<file path="src/rtl/rhr_pkg.sv">
`timescale 1ns / 1ps

package rhr_pkg;

  localparam logic [15:0] HueFull    = 16'd23040;
  localparam logic [15:0] HueFull2   = 16'd46080;
  localparam logic [14:0] HueGreen   = 15'd7680;
  localparam logic [14:0] HueBlue    = 15'd15360;
  localparam logic [19:0] NumMul     = 20'd3840;
  localparam logic [32:0] FracMul    = 33'd1118482;
  localparam int          DivStages  = 4;
  localparam int          DivPer     = 3;
  localparam int          QuoW       = DivStages * DivPer;

  typedef enum logic [1:0] {
    BASE_RED,
    BASE_GREEN,
    BASE_BLUE
  } base_e;

  typedef struct packed {
    logic [7:0] red;
    logic [7:0] green;
    logic [7:0] blue;
    logic [7:0] alpha;
  } pixel_t;

  typedef struct packed {
    logic [7:0]      mn;
    logic [7:0]      delta;
    logic [7:0]      alpha;
    logic [7:0]      rem;
    logic [QuoW-1:0] num_lo;
    logic [QuoW-1:0] quo;
    logic            neg;
    logic            zero;
    base_e           base;
  } div_t;

  typedef struct packed {
    logic [7:0]  mn;
    logic [7:0]  delta;
    logic [7:0]  alpha;
    logic [2:0]  sector;
    logic [11:0] rem;
  } sec_t;

endpackage

</file>
<file path="src/rtl/rhr_in_if.sv">
`timescale 1ns / 1ps

interface rhr_in_if;
  logic       valid;
  logic       ready;
  logic [7:0] red_in;
  logic [7:0] green_in;
  logic [7:0] blue_in;
  logic [7:0] alpha_in;

  modport source (output valid, output red_in, output green_in, output blue_in,
                  output alpha_in, input ready);
  modport sink   (input valid, input red_in, input green_in, input blue_in,
                  input alpha_in, output ready);
endinterface

</file>
<file path="src/rtl/rhr_out_if.sv">
`timescale 1ns / 1ps

interface rhr_out_if;
  logic       valid;
  logic       ready;
  logic [7:0] red_out;
  logic [7:0] green_out;
  logic [7:0] blue_out;
  logic [7:0] alpha_out;

  modport source (output valid, output red_out, output green_out, output blue_out,
                  output alpha_out, input ready);
  modport sink   (input valid, input red_out, input green_out, input blue_out,
                  input alpha_out, output ready);
endinterface

</file>
<file path="src/rtl/rgb_hue_rotate_core.sv">
`timescale 1ns / 1ps

// Hue rotation of RGBA8 pixels: each pixel goes to HSV, its hue is advanced by
// cfg_data_i (1/64 degree units, 23040 = 360 degrees) and it comes back to RGB;
// alpha passes through. One pixel is accepted per clock unless backpressure
// stalls the ten-stage pipeline, of which four stages are the restoring divider
// that forms the hue offset, three bits per stage. Every stage holds under
// backpressure and accepts a new request whenever it or a later stage is empty.
// Write the shift register only while the pipeline is empty.

module rgb_hue_rotate_core (
  input  logic         clk_i,
  input  logic         rst_ni,
  rhr_in_if.sink       pix_i,
  rhr_out_if.source    pix_o,
  input  logic         cfg_we_i,
  input  logic [14:0]  cfg_data_i
);

  logic [14:0]     shift_q;
  rhr_pkg::pixel_t in_pix, out_pix;
  rhr_pkg::div_t   hsv_data, div_data;
  rhr_pkg::sec_t   sec_data;
  logic            hsv_v, hsv_r, div_v, div_r, sec_v, sec_r;

  always_ff @(posedge clk_i or negedge rst_ni) begin
    if (!rst_ni) begin
      shift_q <= '0;
    end else if (cfg_we_i) begin
      shift_q <= cfg_data_i;
    end
  end

  assign in_pix.red = pix_i.red_in;
  assign in_pix.green = pix_i.green_in;
  assign in_pix.blue = pix_i.blue_in;
  assign in_pix.alpha = pix_i.alpha_in;

  rhr_hsv u_hsv (
    .clk_i, .rst_ni,
    .in_valid_i (pix_i.valid), .in_pix_i (in_pix), .in_ready_o (pix_i.ready),
    .out_valid_o (hsv_v), .out_data_o (hsv_data), .out_ready_i (hsv_r)
  );

  rhr_div u_div (
    .clk_i, .rst_ni,
    .in_valid_i (hsv_v), .in_data_i (hsv_data), .in_ready_o (hsv_r),
    .out_valid_o (div_v), .out_data_o (div_data), .out_ready_i (div_r)
  );

  rhr_hue u_hue (
    .clk_i, .rst_ni, .hue_shift_i (shift_q),
    .in_valid_i (div_v), .in_data_i (div_data), .in_ready_o (div_r),
    .out_valid_o (sec_v), .out_data_o (sec_data), .out_ready_i (sec_r)
  );

  rhr_rgb u_rgb (
    .clk_i, .rst_ni,
    .in_valid_i (sec_v), .in_data_i (sec_data), .in_ready_o (sec_r),
    .out_valid_o (pix_o.valid), .out_pix_o (out_pix), .out_ready_i (pix_o.ready)
  );

  assign pix_o.red_out = out_pix.red;
  assign pix_o.green_out = out_pix.green;
  assign pix_o.blue_out = out_pix.blue;
  assign pix_o.alpha_out = out_pix.alpha;

endmodule

</file>
<file path="src/rtl/rhr_hsv.sv">
`timescale 1ns / 1ps

module rhr_hsv (
  input  logic          clk_i,
  input  logic          rst_ni,
  input  logic          in_valid_i,
  input  rhr_pkg::pixel_t in_pix_i,
  output logic          in_ready_o,
  output logic          out_valid_o,
  output rhr_pkg::div_t out_data_o,
  input  logic          out_ready_i
);

  logic          valid_q;
  rhr_pkg::div_t data_q, data_d;
  logic [7:0]    mx, mn, op_a, op_b, dabs;
  logic [19:0]   num;

  assign in_ready_o = !valid_q || out_ready_i;

  always_comb begin
    mx = (in_pix_i.red > in_pix_i.green) ? in_pix_i.red : in_pix_i.green;
    mx = (mx > in_pix_i.blue) ? mx : in_pix_i.blue;
    mn = (in_pix_i.red < in_pix_i.green) ? in_pix_i.red : in_pix_i.green;
    mn = (mn < in_pix_i.blue) ? mn : in_pix_i.blue;
    priority if (mx == in_pix_i.red) begin
      data_d.base = rhr_pkg::BASE_RED;
      op_a = in_pix_i.green;
      op_b = in_pix_i.blue;
    end else if (mx == in_pix_i.green) begin
      data_d.base = rhr_pkg::BASE_GREEN;
      op_a = in_pix_i.blue;
      op_b = in_pix_i.red;
    end else begin
      data_d.base = rhr_pkg::BASE_BLUE;
      op_a = in_pix_i.red;
      op_b = in_pix_i.green;
    end
    data_d.neg = op_a < op_b;
    dabs = data_d.neg ? (op_b - op_a) : (op_a - op_b);
    num = 20'(dabs) * rhr_pkg::NumMul;
    data_d.mn = mn;
    data_d.delta = mx - mn;
    data_d.alpha = in_pix_i.alpha;
    data_d.zero = (mx == mn);
    data_d.rem = num[19:rhr_pkg::QuoW];
    data_d.num_lo = num[rhr_pkg::QuoW-1:0];
    data_d.quo = '0;
  end

  always_ff @(posedge clk_i or negedge rst_ni) begin
    if (!rst_ni) begin
      valid_q <= 1'b0;
    end else if (in_ready_o) begin
      valid_q <= in_valid_i;
    end
  end

  always_ff @(posedge clk_i) begin
    if (in_ready_o) begin
      data_q <= data_d;
    end
  end

  assign out_valid_o = valid_q;
  assign out_data_o = data_q;

endmodule

</file>
<file path="src/rtl/rhr_div.sv">
`timescale 1ns / 1ps

module rhr_div (
  input  logic          clk_i,
  input  logic          rst_ni,
  input  logic          in_valid_i,
  input  rhr_pkg::div_t in_data_i,
  output logic          in_ready_o,
  output logic          out_valid_o,
  output rhr_pkg::div_t out_data_o,
  input  logic          out_ready_i
);

  localparam int N = rhr_pkg::DivStages;

  logic [N-1:0]  valid_q;
  logic [N-1:0]  rdy;
  logic [N-1:0]  src_v;
  rhr_pkg::div_t data_q [N];
  rhr_pkg::div_t data_d [N];

  function automatic rhr_pkg::div_t div_step(rhr_pkg::div_t x);
    rhr_pkg::div_t y;
    logic [8:0]    r9;
    y = x;
    for (int i = 0; i < rhr_pkg::DivPer; i++) begin
      r9 = {y.rem, y.num_lo[rhr_pkg::QuoW-1]};
      y.num_lo = {y.num_lo[rhr_pkg::QuoW-2:0], 1'b0};
      if (r9 >= {1'b0, y.delta}) begin
        r9 = r9 - {1'b0, y.delta};
        y.quo = {y.quo[rhr_pkg::QuoW-2:0], 1'b1};
      end else begin
        y.quo = {y.quo[rhr_pkg::QuoW-2:0], 1'b0};
      end
      y.rem = r9[7:0];
    end
    return y;
  endfunction

  always_comb begin
    for (int k = N - 1; k >= 0; k--) begin
      if (k == N - 1) begin
        rdy[k] = !valid_q[k] || out_ready_i;
      end else begin
        rdy[k] = !valid_q[k] || rdy[k+1];
      end
    end
    for (int k = 0; k < N; k++) begin
      if (k == 0) begin
        src_v[k] = in_valid_i;
        data_d[k] = div_step(in_data_i);
      end else begin
        src_v[k] = valid_q[k-1];
        data_d[k] = div_step(data_q[k-1]);
      end
    end
  end

  always_ff @(posedge clk_i or negedge rst_ni) begin
    if (!rst_ni) begin
      valid_q <= '0;
    end else begin
      for (int k = 0; k < N; k++) begin
        if (rdy[k]) begin
          valid_q[k] <= src_v[k];
        end
      end
    end
  end

  always_ff @(posedge clk_i) begin
    for (int k = 0; k < N; k++) begin
      if (rdy[k]) begin
        data_q[k] <= data_d[k];
      end
    end
  end

  assign in_ready_o = rdy[0];
  assign out_valid_o = valid_q[N-1];
  assign out_data_o = data_q[N-1];

endmodule

</file>
<file path="src/rtl/rhr_hue.sv">
`timescale 1ns / 1ps

module rhr_hue (
  input  logic          clk_i,
  input  logic          rst_ni,
  input  logic [14:0]   hue_shift_i,
  input  logic          in_valid_i,
  input  rhr_pkg::div_t in_data_i,
  output logic          in_ready_o,
  output logic          out_valid_o,
  output rhr_pkg::sec_t out_data_o,
  input  logic          out_ready_i
);

  logic          va_q, vb_q, rdy_a, rdy_b;
  logic [7:0]    mn_q, delta_q, alpha_q;
  logic [14:0]   h2_q, h2_d, hue;
  logic [15:0]   sum;
  logic [14:0]   q15;
  rhr_pkg::sec_t sec_q, sec_d;
  logic [14:0]   sbase;

  assign rdy_b = !vb_q || out_ready_i;
  assign rdy_a = !va_q || rdy_b;

  always_comb begin
    q15 = 15'(in_data_i.quo);
    unique case (in_data_i.base)
      rhr_pkg::BASE_RED:   hue = in_data_i.neg ? (15'(rhr_pkg::HueFull) - q15) : q15;
      rhr_pkg::BASE_GREEN: hue = in_data_i.neg ? (rhr_pkg::HueGreen - q15)
                                               : (rhr_pkg::HueGreen + q15);
      rhr_pkg::BASE_BLUE:  hue = in_data_i.neg ? (rhr_pkg::HueBlue - q15)
                                               : (rhr_pkg::HueBlue + q15);
      default:             hue = '0;
    endcase
    if (in_data_i.zero) begin
      hue = '0;
    end
    sum = 16'(hue) + 16'(hue_shift_i);
    priority if (sum >= rhr_pkg::HueFull2) begin
      h2_d = 15'(sum - rhr_pkg::HueFull2);
    end else if (sum >= rhr_pkg::HueFull) begin
      h2_d = 15'(sum - rhr_pkg::HueFull);
    end else begin
      h2_d = sum[14:0];
    end
  end

  always_comb begin
    priority if (h2_q >= 15'd19200) begin
      sec_d.sector = 3'd5;
      sbase = 15'd19200;
    end else if (h2_q >= 15'd15360) begin
      sec_d.sector = 3'd4;
      sbase = 15'd15360;
    end else if (h2_q >= 15'd11520) begin
      sec_d.sector = 3'd3;
      sbase = 15'd11520;
    end else if (h2_q >= 15'd7680) begin
      sec_d.sector = 3'd2;
      sbase = 15'd7680;
    end else if (h2_q >= 15'd3840) begin
      sec_d.sector = 3'd1;
      sbase = 15'd3840;
    end else begin
      sec_d.sector = 3'd0;
      sbase = 15'd0;
    end
    sec_d.rem = 12'(h2_q - sbase);
    sec_d.mn = mn_q;
    sec_d.delta = delta_q;
    sec_d.alpha = alpha_q;
  end

  always_ff @(posedge clk_i or negedge rst_ni) begin
    if (!rst_ni) begin
      va_q <= 1'b0;
      vb_q <= 1'b0;
    end else begin
      if (rdy_a) begin
        va_q <= in_valid_i;
      end
      if (rdy_b) begin
        vb_q <= va_q;
      end
    end
  end

  always_ff @(posedge clk_i) begin
    if (rdy_a) begin
      h2_q <= h2_d;
      mn_q <= in_data_i.mn;
      delta_q <= in_data_i.delta;
      alpha_q <= in_data_i.alpha;
    end
    if (rdy_b) begin
      sec_q <= sec_d;
    end
  end

  assign in_ready_o = rdy_a;
  assign out_valid_o = vb_q;
  assign out_data_o = sec_q;

endmodule

</file>
<file path="src/rtl/rhr_rgb.sv">
`timescale 1ns / 1ps

module rhr_rgb (
  input  logic           clk_i,
  input  logic           rst_ni,
  input  logic           in_valid_i,
  input  rhr_pkg::sec_t  in_data_i,
  output logic           in_ready_o,
  output logic           out_valid_o,
  output rhr_pkg::pixel_t out_pix_o,
  input  logic           out_ready_i
);

  logic            va_q, vb_q, vc_q, rdy_a, rdy_b, rdy_c;
  logic [15:0]     frac_q, frac_d;
  logic [32:0]     fprod;
  logic [2:0]      sec_a_q, sec_b_q;
  logic [7:0]      mn_a_q, mn_b_q, dl_a_q, dl_b_q, al_a_q, al_b_q;
  logic [16:0]     tval;
  logic [24:0]     xprod;
  logic [7:0]      x_q, x_d;
  logic [7:0]      cr, cg, cb;
  logic [8:0]      sr, sg, sb;
  rhr_pkg::pixel_t pix_q, pix_d;

  assign rdy_c = !vc_q || out_ready_i;
  assign rdy_b = !vb_q || rdy_c;
  assign rdy_a = !va_q || rdy_b;

  always_comb begin
    fprod = 33'(in_data_i.rem) * rhr_pkg::FracMul;
    frac_d = fprod[31:16];
  end

  always_comb begin
    tval = sec_a_q[0] ? (17'h10000 - 17'(frac_q)) : 17'(frac_q);
    xprod = 25'(dl_a_q) * 25'(tval);
    x_d = xprod[23:16];
  end

  always_comb begin
    unique case (sec_b_q)
      3'd0: begin
        cr = dl_b_q; cg = x_q; cb = '0;
      end
      3'd1: begin
        cr = x_q; cg = dl_b_q; cb = '0;
      end
      3'd2: begin
        cr = '0; cg = dl_b_q; cb = x_q;
      end
      3'd3: begin
        cr = '0; cg = x_q; cb = dl_b_q;
      end
      3'd4: begin
        cr = x_q; cg = '0; cb = dl_b_q;
      end
      default: begin
        cr = dl_b_q; cg = '0; cb = x_q;
      end
    endcase
    sr = 9'(cr) + 9'(mn_b_q);
    sg = 9'(cg) + 9'(mn_b_q);
    sb = 9'(cb) + 9'(mn_b_q);
    pix_d.red = sr[8] ? 8'hFF : sr[7:0];
    pix_d.green = sg[8] ? 8'hFF : sg[7:0];
    pix_d.blue = sb[8] ? 8'hFF : sb[7:0];
    pix_d.alpha = al_b_q;
  end

  always_ff @(posedge clk_i or negedge rst_ni) begin
    if (!rst_ni) begin
      va_q <= 1'b0;
      vb_q <= 1'b0;
      vc_q <= 1'b0;
    end else begin
      if (rdy_a) begin
        va_q <= in_valid_i;
      end
      if (rdy_b) begin
        vb_q <= va_q;
      end
      if (rdy_c) begin
        vc_q <= vb_q;
      end
    end
  end

  always_ff @(posedge clk_i) begin
    if (rdy_a) begin
      frac_q <= frac_d;
      sec_a_q <= in_data_i.sector;
      mn_a_q <= in_data_i.mn;
      dl_a_q <= in_data_i.delta;
      al_a_q <= in_data_i.alpha;
    end
    if (rdy_b) begin
      x_q <= x_d;
      sec_b_q <= sec_a_q;
      mn_b_q <= mn_a_q;
      dl_b_q <= dl_a_q;
      al_b_q <= al_a_q;
    end
    if (rdy_c) begin
      pix_q <= pix_d;
    end
  end

  assign in_ready_o = rdy_a;
  assign out_valid_o = vc_q;
  assign out_pix_o = pix_q;

endmodule
</file>
<file path="src/flat_wrapper.sv">
// flat-port wrapper written by rule: the top's interface ports become plain ports
module rgb_hue_rotate_core_flat 
  (clk_i, rst_ni, cfg_we_i, cfg_data_i, pix_i_valid, pix_i_red_in, pix_i_green_in, pix_i_blue_in, pix_i_alpha_in, pix_i_ready, pix_o_valid, pix_o_red_out, pix_o_green_out, pix_o_blue_out, pix_o_alpha_out, pix_o_ready);
  rhr_in_if pix_i_i ();
  rhr_out_if pix_o_i ();
  input  logic clk_i;
  input  logic rst_ni;
  input  logic cfg_we_i;
  input  logic [14:0] cfg_data_i;
  input wire logic [$bits(pix_i_i.valid)-1:0] pix_i_valid;
  input wire logic [$bits(pix_i_i.red_in)-1:0] pix_i_red_in;
  input wire logic [$bits(pix_i_i.green_in)-1:0] pix_i_green_in;
  input wire logic [$bits(pix_i_i.blue_in)-1:0] pix_i_blue_in;
  input wire logic [$bits(pix_i_i.alpha_in)-1:0] pix_i_alpha_in;
  output wire logic [$bits(pix_i_i.ready)-1:0] pix_i_ready;
  output wire logic [$bits(pix_o_i.valid)-1:0] pix_o_valid;
  output wire logic [$bits(pix_o_i.red_out)-1:0] pix_o_red_out;
  output wire logic [$bits(pix_o_i.green_out)-1:0] pix_o_green_out;
  output wire logic [$bits(pix_o_i.blue_out)-1:0] pix_o_blue_out;
  output wire logic [$bits(pix_o_i.alpha_out)-1:0] pix_o_alpha_out;
  input wire logic [$bits(pix_o_i.ready)-1:0] pix_o_ready;
  assign pix_i_i.valid = pix_i_valid;
  assign pix_i_i.red_in = pix_i_red_in;
  assign pix_i_i.green_in = pix_i_green_in;
  assign pix_i_i.blue_in = pix_i_blue_in;
  assign pix_i_i.alpha_in = pix_i_alpha_in;
  assign pix_i_ready = pix_i_i.ready;
  assign pix_o_valid = pix_o_i.valid;
  assign pix_o_red_out = pix_o_i.red_out;
  assign pix_o_green_out = pix_o_i.green_out;
  assign pix_o_blue_out = pix_o_i.blue_out;
  assign pix_o_alpha_out = pix_o_i.alpha_out;
  assign pix_o_i.ready = pix_o_ready;
  rgb_hue_rotate_core u_core (.clk_i(clk_i), .rst_ni(rst_ni), .pix_i(pix_i_i), .pix_o(pix_o_i), .cfg_we_i(cfg_we_i), .cfg_data_i(cfg_data_i));
endmodule
</file>
<file path="config.mk">
export PLATFORM = sky130hd
export DESIGN_NAME = rgb_hue_rotate_core_flat
export DESIGN_NICKNAME = d
export VERILOG_FILES = /design/src/rtl/rhr_pkg.sv /design/src/rtl/rhr_in_if.sv /design/src/rtl/rhr_out_if.sv /design/src/rtl/rgb_hue_rotate_core.sv /design/src/rtl/rhr_hsv.sv /design/src/rtl/rhr_div.sv /design/src/rtl/rhr_hue.sv /design/src/rtl/rhr_rgb.sv /design/src/flat_wrapper.sv
export SDC_FILE = /design/constraint.sdc
export NUM_CORES = 1
export LEC_CHECK = 0
export ABC_AREA = 1
export CELL_PAD_IN_SITES_DETAIL_PLACEMENT = 0
export CELL_PAD_IN_SITES_GLOBAL_PLACEMENT = 2
export CORE_ASPECT_RATIO = 0.9
export CORE_MARGIN = 5
export CORE_UTILIZATION = 42
export DETAILED_ROUTE_END_ITERATION = 12
export DONT_BUFFER_PORTS = 1
export PLACE_DENSITY_LB_ADDON = 0.1
export SLEW_MARGIN = 20
export SYNTH_ARGS = -nofsm -noshare
export SYNTH_HDL_FRONTEND = slang
export SYNTH_SLANG_ARGS = --single-unit
</file>
<file path="constraint.sdc">
create_clock -name clk_i -period 14.8 [get_ports clk_i]
set_clock_uncertainty 0.15 [all_clocks]
set_input_delay 2.22 -clock clk_i [delete_from_list [all_inputs] [get_ports clk_i]]
set_output_delay 2.22 -clock clk_i [all_outputs]
set_load 0.05 [all_outputs]
</file>
==> key figures <==
Drt
  • Router iterations before antenna repair: 5
  • Drt drc: 0
  • Wire per inst: 17.2 um
  • Routed vias/inst: about 5.1
  • Via Count: approximately 22000
  • ANT nets after route: 0
  • Initial drt markers: between 1000 and 1500
  • Drt total wl: 74400 um

Placement
  • Area post-placement: 31600 um2
  • Placed cells: 4246
  • Gp weighted congestion: ~0.9
  • Port-buffer cells: 0
  • DP Wirelength: 58700 um

Min path
  • Hold endpoint: u_core.u_hue.out_data_o[19]$_DFFE_PP_
  • Hold Crit Class: flop to flop
  • Hold depth: 0
  • Hold Crit Start: u_core.u_hue.alpha_q[4]$_DFFE_PP_

Floorplanning
  • Num ports: between 80 and 90
  • Die extent in x: 294 um
  • Die area: 78200 um2
  • Initial Utilization: between 40% and 50%
  • DIE HEIGHT: 266 um
  • Core Footprint: about 72000 um2
  • Site row count: 93

Run
  • Total of max-cap violations: 0

Global routing
  • First-pass GRT wire length: 121000 um
  • GRT Total Usage: 19.1%
  • Largest net degree at the start of global routing: 46
  • Vias in the first global route: 22400
  • Antenna violations before repair: 0
  • Congestion Overflow GR: 0

Logic synthesis
  • Post-synthesis mux area share: less than 1%
  • Cell taking the most area after synthesis: edfxtp_1
  • Simple-gate share of the synthesized area: 17.9%
  • Synth warn: 0
  • Post-synthesis async set-or-reset flop share: 5.95%
  • Area of the mapped netlist: 30600 um2
  • Synthesized net count: 3815
  • Post-synthesis adder-cell area fraction: 20.8%
  • Largest family of logic cells by synthesized area: adder cells
  • Post-synthesis sequential area ratio: 40.9%
  • Commonest register cell after synthesis: edfxtp_1
  • Xor and xnor area share after synthesis: 4.19%
  • Cells after Synth: 3332
  • Synth area leaders: edfxtp_1, ha_1, nand2_1, fa_1, inv_1
  • Synth Area per Inst: 9.17 um2
  • Cell variety after synth: 57
  • Share of the synthesized area in the top cell type: 38.8%
  • Synthesized flop and latch total: 420
  • Compound-cell area share of the yosys netlist: 8.28%
  • Number of enable flip-flop cells after synthesis: just under 400

Status
  • Status: finished clean

Worst setup path
  • Startpoint types: primary input
  • FF-to-FF path depth: 29
  • Slowest stage cell, crit path: nor2_2
  • Critical Path RT: roughly 15000 ps
  • Critical path fanouts, max: 35
  • Kind of critical path: primary input to flop
  • Crit end category: flop
  • Max incr delay on CP: 560 ps
  • CP arrival: between 10000 and 15000 ps
  • Worst r2r dst: u_core.u_div.data_q[0][32]$_DFFE_PP_
  • Register-to-register setup slack: approximately 7700 ps
  • R2R Path Start: u_core.u_hsv.out_data_o[46]$_DFFE_PP_
  • CP most frequent cell: nand2_1

Cells and area
  • Most common cell after layout, fill and taps aside: nand2_1
  • Fraction of layout cells with a size suffix above 1: ~4.5%
  • Synth-to-layout area growth: 8.47%
  • Commonest non-fill, non-tap cells in the layout: nand2_1, inv_1, edfxtp_1, ha_1, nor2_1
  • Final net count: 3829
  • Post-route insts no fill: 4334
  • Cell area after layout: 33100 um2
  • Diodes inserted: 0

Clocking
  • Htree depth: 2
  • # hold bufs at CTS: 0
  • Num CTS Buffers: 48
  • CTS Buffer Depth: 3
  • Clock Tree Root: clkbuf_16
  • Sink Count: 420
  • CTS tree: done
  • Setup Fix Bufs, Post-CTS: 0
  • Clock slew at reported path FFs: 60 ps
  • Resize count post-CTS: 0
  • Worst skew pair latency: approximately 600 ps

STA
  • RSZ-0062 raised after global routing: false
  • Hold Vio Cnt, Final: 0
  • Max-slew violations: 0
  • Time the worst path needs with I/O delays and setup: ~11000 ps
  • Final Cycle Share: 77.3%
  • Worst Tran Pin Value: 884 ps
  • Endpoints failing setup: 0
  • Fmax: roughly 87 MHz
  • Worst rel slew slack: 40.5%
  • Post-route setup TNS: 0 ps
==> cell families (layout without fill, tap and decap cells) <==
family,Yosys count,in the layout
xor gates and xnor gates,146,146
AOI/OAI and AO/OA,444,444
muxes,16,16
buffers and inverters,581,633
DFF,420,420
and+or+nand+nor,1294,1294
adders and majority gates,431,431
==> synth_stat cells (27+ instances only) <==
library cell / instances
nand2_1: 694
inv_1: 530
edfxtp_1: 395
ha_1: 304
nor2_1: 241
nand3_1: 235
a21oi_1: 167
o21ai_0: 145
fa_1: 127
xor2_1: 103
xnor2_1: 43
nor3_1: 31
nand4_1: 27
==> metrics by stage <==
step	setup slack (ps)	hold slack (ps)	util, %
2_1_floorplan	2380	250	-
3_3_place_gp	3050	250	44.0
4_1_cts	3440	248	46.2
3_5_place_dp	2780	255	44.0
5_1_grt	2510	259	46.2
6_report	3360	249	46.2
==> registers in the layout, indices dropped and copies added, names as in the netlist, 15 cells and up <==
| signal | cells |
|---|---|
| u_core.u_div.data_q | 167 |
| u_core.u_hsv.out_data_o | 40 |
| u_core.u_hue.out_data_o | 39 |
| u_core.u_rgb.out_pix_o | 32 |
| u_core.u_rgb.frac_q | 16 |
| u_core.shift_q | 15 |
| u_core.u_hue.h2_q | 15 |
==> layout make-up <==
type	count	area [um2]
Fill cell	6774	38700
Multi-Input combinational cell	2331	15800
Sequential cell	420	12500
Inverter	535	2010
Clock buffer	61	1290
Tap cell	950	1190
Clock inverter	27	269
Timing Repair Buffer	10	75.1
==> per-layer routing <==
| metal | part of all wire (%) | wire [um] | global-route usage, % |
|---|---|---|---|
| met2 | 49 | 36100 | 33.4 |
| met5 | 0 | 0 | 0 |
| met3 | 3.7 | 2730 | 2.36 |
| met1 | 46 | 34400 | 26.0 |
| met4 | 1.6 | 1200 | 3.47 |
==> critical path: cells and delay by family <==
family                     cells  cell delay [ps]
and+or+nand+nor               22             4030
adders and majority gates      7             2460
AOI/OAI and AO/OA              9             2020
buffers and inverters          5              770
xor gates and xnor gates       1               80
==> worst max path at each step <==
stage / from / endpoint / slack, ps / cells past startpoint
after floorplan: pix_o_ready / pix_i_ready / 2380 / 16
after global placement: pix_i_green_in[3] / u_core.u_hsv.out_data_o[35]$_DFFE_PP_ / 3050 / 46
after detailed placement: pix_i_green_in[6] / u_core.u_hsv.out_data_o[35]$_DFFE_PP_ / 2780 / 44
after CTS: pix_i_green_in[6] / u_core.u_hsv.out_data_o[35]$_DFFE_PP_ / 3440 / 44
after global routing: pix_i_green_in[3] / u_core.u_hsv.out_data_o[35]$_DFFE_PP_ / 2510 / 47
final: pix_i_green_in[6] / u_core.u_hsv.out_data_o[35]$_DFFE_PP_ / 3360 / 44
Power is left out: the tool's default activity adds up to more than one toggle a clock period on the data nets, which glitch-free logic cannot reach.
